--- config.mk ---
export PLATFORM = sky130hd
export DESIGN_NAME = vnht_kill_ram
export DESIGN_NICKNAME = d
export VERILOG_FILES = /design/src/design/vnht_pkg.sv /design/src/design/vnht_kill_ram.sv
export SDC_FILE = /design/constraint.sdc
export NUM_CORES = 2
export LEC_CHECK = 0
export CAP_MARGIN = 10
export CORE_MARGIN = 1.5
export CORE_UTILIZATION = 45
export DETAILED_ROUTE_END_ITERATION = 16
export DONT_BUFFER_PORTS = 1
export PLACE_DENSITY = 0.65
export SYNTH_ARGS = -nofsm -noshare
export SYNTH_HDL_FRONTEND = slang
export SYNTH_SLANG_ARGS = --single-unit
--- constraint.sdc ---
create_clock -name clk_i -period 6.3 [get_ports clk_i]
set_input_delay 0 -clock clk_i [delete_from_list [all_inputs] [get_ports clk_i]]
set_output_delay 0 -clock clk_i [all_outputs]
set_load 0.01 [all_outputs]
--- src/design/vnht_pkg.sv ---
package vnht_pkg;

  localparam int IdxW      = 10;
  localparam int TableSize = 2 ** IdxW;
  localparam int RegW      = 10;
  localparam int RegCount  = 2 ** RegW;
  localparam int SweepLen  = (TableSize > RegCount) ? TableSize : RegCount;
  localparam int SweepW    = $clog2(SweepLen);

  localparam int CmdW  = 3;
  localparam int OpW   = 3;
  localparam int AW    = 10;
  localparam int BW    = 11;
  localparam int ResW  = 10;
  localparam int OffW  = 12;
  localparam int HashW = 14;

  localparam int KAdd = 10;
  localparam int KSub = 20;
  localparam int KMul = 30;

  typedef enum logic [CmdW-1:0] {
    CMD_LOOKUP     = 3'd0,
    CMD_INSERT     = 3'd1,
    CMD_STORE_VAR  = 3'd2,
    CMD_FIND_VAR   = 3'd3,
    CMD_RESET_KILL = 3'd4
  } cmd_e;

  localparam logic [OpW-1:0] OP_ADD   = 3'd0;
  localparam logic [OpW-1:0] OP_SUB   = 3'd1;
  localparam logic [OpW-1:0] OP_MUL   = 3'd2;
  localparam logic [OpW-1:0] OP_CONST = 3'd3;

  typedef enum logic [3:0] {
    ST_INIT,
    ST_IDLE,
    ST_PROBE,
    ST_KILL,
    ST_SCAN,
    ST_FREE,
    ST_WRITE,
    ST_CLEAR,
    ST_DONE
  } state_e;

  typedef struct packed {
    logic [CmdW-1:0]        cmd;
    logic [OpW-1:0]         op;
    logic [AW-1:0]          a;
    logic signed [BW-1:0]   b;
    logic [ResW-1:0]        r;
    logic [OffW-1:0]        v;
  } req_t;

  // A variable binding keeps its offset in the operand fields.
  typedef struct packed {
    logic                   valid;
    logic                   is_var;
    logic [OpW-1:0]         op;
    logic [AW-1:0]          a;
    logic signed [BW-1:0]   b;
    logic [ResW-1:0]        res;
  } entry_t;

  typedef struct packed {
    logic                   en;
    logic [IdxW-1:0]        addr;
    entry_t                 data;
  } ent_wr_t;

  typedef struct packed {
    logic                   en;
    logic [RegW-1:0]        addr;
    logic                   data;
  } kill_wr_t;

  function automatic logic [IdxW-1:0] clamp_idx(input logic signed [HashW-1:0] s);
    logic [IdxW-1:0] idx;
    idx = s[IdxW-1:0];
    if (s < 0) begin
      idx = '0;
    end
    return idx;
  endfunction

  function automatic logic commutes(input logic [OpW-1:0] op);
    return (op == OP_ADD) || (op == OP_MUL);
  endfunction

  function automatic logic signed [HashW-1:0] op_k(input logic [OpW-1:0] op);
    logic signed [HashW-1:0] k;
    case (op)
      OP_ADD: k = HashW'(KAdd);
      OP_SUB: k = HashW'(KSub);
      OP_MUL: k = HashW'(KMul);
      default: k = '0;
    endcase
    return k;
  endfunction

  function automatic logic [IdxW-1:0] expr_start(input logic [OpW-1:0] op,
                                                 input logic [AW-1:0] a,
                                                 input logic signed [BW-1:0] b);
    logic signed [HashW-1:0] k;
    logic signed [HashW-1:0] sx;
    logic signed [HashW-1:0] sy;
    logic [IdxW-1:0]         x;
    logic [IdxW-1:0]         y;
    k  = op_k(op);
    sx = $signed({{(HashW-AW-2){1'b0}}, a, 2'b00}) + HashW'(b) + k;
    sy = HashW'($signed({b, 2'b00})) + $signed({{(HashW-AW){1'b0}}, a}) + k;
    x  = clamp_idx(sx);
    y  = clamp_idx(sy);
    if (commutes(op) && (y < x)) begin
      x = y;
    end
    return x;
  endfunction

  function automatic logic [IdxW-1:0] var_start(input logic [OffW-1:0] v);
    logic [OffW+1:0] t;
    t = {v, 2'b10};
    return t[IdxW-1:0];
  endfunction

  function automatic logic [OffW-1:0] entry_off(input entry_t e);
    return {e.b[OffW-AW-1:0], e.a};
  endfunction

  function automatic logic expr_match(input entry_t e, input logic [OpW-1:0] op,
                                      input logic [AW-1:0] a,
                                      input logic signed [BW-1:0] b);
    logic same;
    logic swap;
    same = (e.a == a) && (e.b == b);
    swap = commutes(op) && ($signed({1'b0, e.a}) == b) && (e.b == $signed({1'b0, a}));
    return e.valid && !e.is_var && (e.op == op) && (same || swap);
  endfunction

  function automatic logic var_match(input entry_t e, input logic [OffW-1:0] v);
    return e.valid && e.is_var && (entry_off(e) == v);
  endfunction

  function automatic entry_t make_var(input logic [ResW-1:0] r, input logic [OffW-1:0] v);
    entry_t e;
    e.valid  = 1'b1;
    e.is_var = 1'b1;
    e.op     = OP_ADD;
    e.a      = v[AW-1:0];
    e.b      = $signed(BW'(v[OffW-1:AW]));
    e.res    = r;
    return e;
  endfunction

  function automatic entry_t make_expr(input logic [OpW-1:0] op, input logic [AW-1:0] a,
                                       input logic signed [BW-1:0] b,
                                       input logic [ResW-1:0] r);
    entry_t e;
    e.valid  = 1'b1;
    e.is_var = 1'b0;
    e.op     = op;
    e.a      = a;
    e.b      = b;
    e.res    = r;
    return e;
  endfunction

endpackage

--- src/design/vnht_kill_ram.sv ---
module vnht_kill_ram (
  input  logic                      clk_i,
  input  vnht_pkg::kill_wr_t        wr_i,
  input  logic [vnht_pkg::RegW-1:0] rd_addr_a_i,
  input  logic [vnht_pkg::RegW-1:0] rd_addr_b_i,
  output logic                      rd_data_a_o,
  output logic                      rd_data_b_o
);
  import vnht_pkg::*;

  logic mem_q [RegCount];
  logic rd_a_q;
  logic rd_b_q;

  always_ff @(posedge clk_i) begin
    if (wr_i.en) begin
      mem_q[wr_i.addr] <= wr_i.data;
    end
    rd_a_q <= mem_q[rd_addr_a_i];
    rd_b_q <= mem_q[rd_addr_b_i];
  end

  assign rd_data_a_o = rd_a_q;
  assign rd_data_b_o = rd_b_q;
endmodule

# Word level (Yosys, flattened, before mapping)
# Memories as Yosys holds them, arrays and structs flattened. A register that Yosys moved wholly into a read port is not among the register bits.
# Index checks and enable logic that the tools add are counted.
# word_totals
ramBits	1024
inputBits	33
mem_count	1
register_bits	0
word_cells	3
output_inout_bits	2
# classes
mux	2
# memory_table
name	words	word_bits	rd	rd_clocked_by_memory_dff	wr	line	rtl
mem_q	1024	1	2	2	1	vnht_kill_ram.sv:11	logic mem_q [RegCount];
# op_table
cell	n
$mux 1	2

# Depth between registers and ports, before layout
# logic_depth
depth_word	2
mapped_depth	14
depth_no_buf	8

# Worst setup path after synthesis
# No wires, ideal clock.
# synth_path
path_type	input-to-reg
startpoint	input port rd_addr_b_i[1] (netlist name)
endpoint	register rd_b_q, in the netlist rd_data_b_o, read port of mem_q
arrival_ns	2.159
slack_ns	4.006
setup_time_ns	0.135
path_stages	12
required_ns	6.165
n_path_buf	5
path_cell_list	buf_2 -> buf_4 -> buf_4 -> buf_2 -> buf_2 -> mux4_2 -> a22oi_1 -> nand3_1 -> o311ai_0 -> a31oi_1 -> o21ai_0 -> o2111ai_1
# synth_lines
element	line	rtl
start: declaration	vnht_kill_ram.sv:5	input logic [vnht_pkg::RegW-1:0] rd_addr_b_i,
end: declaration	vnht_kill_ram.sv:13	logic rd_b_q;

==> results by group <==
Run status
  • Outcome: finished with violations
  • Failing checks: hold timing, slew limit

STA
  • Max Freq: 0.217 GHz
  • Fin. max-slew vios: 509
  • Worst slew pin tran: between 3000 and 4000 ps
  • Final Worst Setup Slack: roughly 1700 ps
  • RSZ-0062 raised after global routing: false
  • Worst slew margin: -119%
  • Hold Vio Cnt, Final: 28
  • Final setup TNS: 0 ps
  • Final hold slack: -144 ps
  • Final Critical Period: approximately 4600 ps
  • Setup violators final: 0
  • Fin crit share: 73.1%
  • Worst Skew: between 20 and 30 ps

Global route
  • Gr ovfl total: 0
  • GRT Total Usage: between 20 and 30%
  • First-pass GRT wire length: between 200 and 250 mm
  • Largest net degree at the start of global routing: around 1000
  • Initial antenna violation count: 6
  • Vias in the first global route: roughly 35000

Placement
  • Port buffer count: 0
  • Pre-CTS setup slack: 2420 ps
  • DP Wirelength: a little under 90 mm
  • Final Wtd Congestion: 0.839
  • Placed insts: 5034

Synth
  • Post-synthesis compound-gate area fraction: roughly 4.8%
  • Area leader, netlist: edfxtp_1
  • Top FF cell, synth: edfxtp_1
  • Area contributors post-synth: edfxtp_1 (58%), mux4_2 (18%), nor2_1 (7.5%)
  • Synth warn: 0
  • Count of flip-flops with a built-in enable after synthesis: ~1000
  • Mapped Cells: 3860
  • Unique masters post-synth: between 60 and 70
  • Commonest cells post-synth: nor2_1 (1058), edfxtp_1 (1024), mux4_2 (425)
  • Synth Area in XOR/XNOR: 0%
  • Sequential share of the synthesized area: 57.9%
  • FFs w/ async S/R, synth: 0%
  • #FFs+latches synth: approximately 1000
  • Adder-Cell Fraction of Synth Area: 0%
  • Simple-gate share of the synthesized area: between 10% and 20%
  • Post-Syn Area: between 0.05 and 0.06 mm^2
  • Main combinational cell family by area after synthesis: multiplexers
  • Yosys top cell area share: between 50 and 60%
  • Count leader, synth: nor2_1
  • Mapped Nets: 3893
  • Mux share of post-synthesis cell area: roughly 23%
  • Syn_area_per_cell: 13.8 um^2

Die
  • Num rows: around 130
  • Die Width: about 350 um
  • Die Y: approximately 350 um
  • Io pins: 35
  • Core area: 0.117 mm^2
  • Die footprint: between 0.1 and 0.15 mm^2
  • Initial Util: a little under half

Worst setup path
  • Critical Path, Cell by Cell: nand2b_2 > o221ai_1 > o22ai_1 > nor3_1 > nor4_1 > nor4_1 > o211ai_1 > o2111ai_1 > dlygate4sd3_1
  • Critical path launch point type: primary input
  • Crit Path Category: in -> reg
  • Critical Path AT: ~5300 ps
  • Crit-path max cell delay: 1130 ps
  • Crit path capture type: flop
  • CP max-delay cell: nand2b_2
  • R2r worst-path depth: 9
  • Most used cell along the critical path: nor4_1
  • Critical Path RT: slightly below 7000 ps
  • CP Max Fanout: roughly 240

Route
  • Via Count: 35600
  • Drc violations: 0
  • Initial DRC Count: between 5000 and 6000
  • Vias per std cell: around 6.8
  • Antenna violation net count after detailed routing: 0
  • Avg WL per Cell: 32.5 um
  • TritonRoute pass-1 iters: 5
  • Total wire length: 171 mm

Final layout
  • Post-route insts no fill: 5259
  • Fin nets: approximately 3700
  • P&R area growth vs syn: 7.79%
  • Share of cells above drive strength 1: around 18%
  • Fill count: around 10000
  • Final core utilization: 49.2%

Hold path
  • Hold Crit Class: in -> reg
  • Hold depth: 0

Power
  • Comb pwr share: between 6 and 7%
  • Sw frac: 21.9%
  • P_int: around 0.012 W
  • PwrDens: 259 mW/mm^2
  • Clock Power Share: between 40% and 50%
  • Register share of total power: slightly above 50%
  • Maximum VDD drop: about 0.00021 V
  • Pleak: 17.2 nW
  • Sw power: around 0.0033 W

Clock network
  • Latest clock arrival within the worst-skew pair: a little over 700 ps
  • Post-CTS sizing: 0
  • H-tree depth: 3
  • CTS tree: built
  • Clk buf depth: 3
  • Clock Tree Root: clkbuf_16
  • Clock transition at path regs: approximately 60 ps
  • # clock sinks: between 1000 and 1500
  • TritonCTS Buffers: 112

Run
  • Max Cap Viol: 0
-- flip-flops by register name (all words and copies together) (netlist names) --
name / cells
mem_q: 1024
rd_data_a_o: 1
rd_data_b_o: 1
-- layout by cell type (no fill, tap or decap), types with 6 or more instances in the layout --
cell type / count
nor2b_1: 22
mux2i_1: 224
edfxtp_1: 1024
nor3_1: 46
nor2_1: 1058
o221ai_1: 83
nand2_4: 13
nand2b_1: 8
a21oi_1: 84
mux4_1: 10
bufinv_16: 8
and3_1: 8
buf_4: 43
nand4_1: 13
clkinv_2: 17
and2_1: 7
mux4_2: 425
a211oi_1: 12
dlygate4sd3_1: 18
a22oi_1: 37
or3_1: 6
clkinv_1: 37
nand3_1: 19
clkbuf_16: 115
o311ai_0: 8
a22o_1: 6
nor4_1: 9
clkbuf_1: 24
nand3_2: 12
nand2_1: 136
o22ai_1: 50
nor3b_1: 10
o21ai_0: 28
nand2_2: 6
inv_1: 7
a31oi_1: 9
a2111oi_0: 9
-- cell families after synthesis --
logic type	Yosys count
AOI/OAI and AO/OA	362
muxes	665
DFF	1026
and+or+nand+nor	1399
buffers and inverters	408
-- worst paths after layout --
| path | endpoint | from | slack [ps] |
|---|---|---|---|
| hold / removal | mem_q[66]$_DFFE_PP_ | wr_i[0] | -140 |
| setup / recovery | rd_data_b_o$_DFF_P_ | rd_addr_b_i[1] | 1700 |
| setup reg to reg | rd_data_b_o$_DFF_P_ | mem_q[638]$_DFFE_PP_ | 2400 |
| hold reg to reg | rd_data_b_o$_DFF_P_ | mem_q[890]$_DFFE_PP_ | 1680 |
-- per-stage QoR --
step                      power [W]  cell area [um^2]
final                        0.0148             57400
after CTS                    0.0148             57300
after floorplan             0.00845             53200
after global routing         0.0151             57400
after global placement      0.00852             53600
after detailed placement    0.00852             53700
-- power groups by stage --
| stage | Combinational [W] | Sequential (W) | Clock, W |
|---|---|---|---|
| 2_1_floorplan | 0.000788 | 0.00766 | 0 |
| 3_3_place_gp | 0.000846 | 0.00767 | 0 |
| 3_5_place_dp | 0.000848 | 0.00767 | 0 |
| 4_1_cts | 0.000869 | 0.00753 | 0.00640 |
| 5_1_grt | 0.000943 | 0.00753 | 0.00663 |
| 6_report | 0.000924 | 0.00754 | 0.00637 |
-- what timing repair did --
item                       in CTS  in global routing
setup buffers                   0                  0
setup endpoints to repair       0                  0
hold buffers                   18                  1
hold endpoints to repair     1147                262
-- routing by layer --
metal / vias up / global-route usage, % / wire, um
met5: - / 0 / 48
met4: 8 / 12.1 / 8210
met3: 453 / 7.01 / 21300
met2: 2292 / 44.4 / 79900
met1: 18400 / 36.8 / 61400
li1: 14400 / - / -
-- layout make-up --
cell class | count | area [um^2] | share of cell area, %
diodes | 1 | 2.50 | 0.00436
well taps | 1524 | 1910 | 3.32
clock buffers | 139 | 2970 | 5.17
repair buffers | 65 | 568 | 0.990
inverters | 13 | 48.8 | 0.0851
clock inverters | 65 | 495 | 0.864
multi-input cells | 2426 | 20600 | 35.9
flip-flops and latches | 1026 | 30800 | 53.7
-- worst max-delay path, delay by kind of cell --
kind,cells,cell delay [ps]
compound gates,4,1350
buf+inv,1,590
simple gates,4,2850
(Power assumes the default switching activity.)
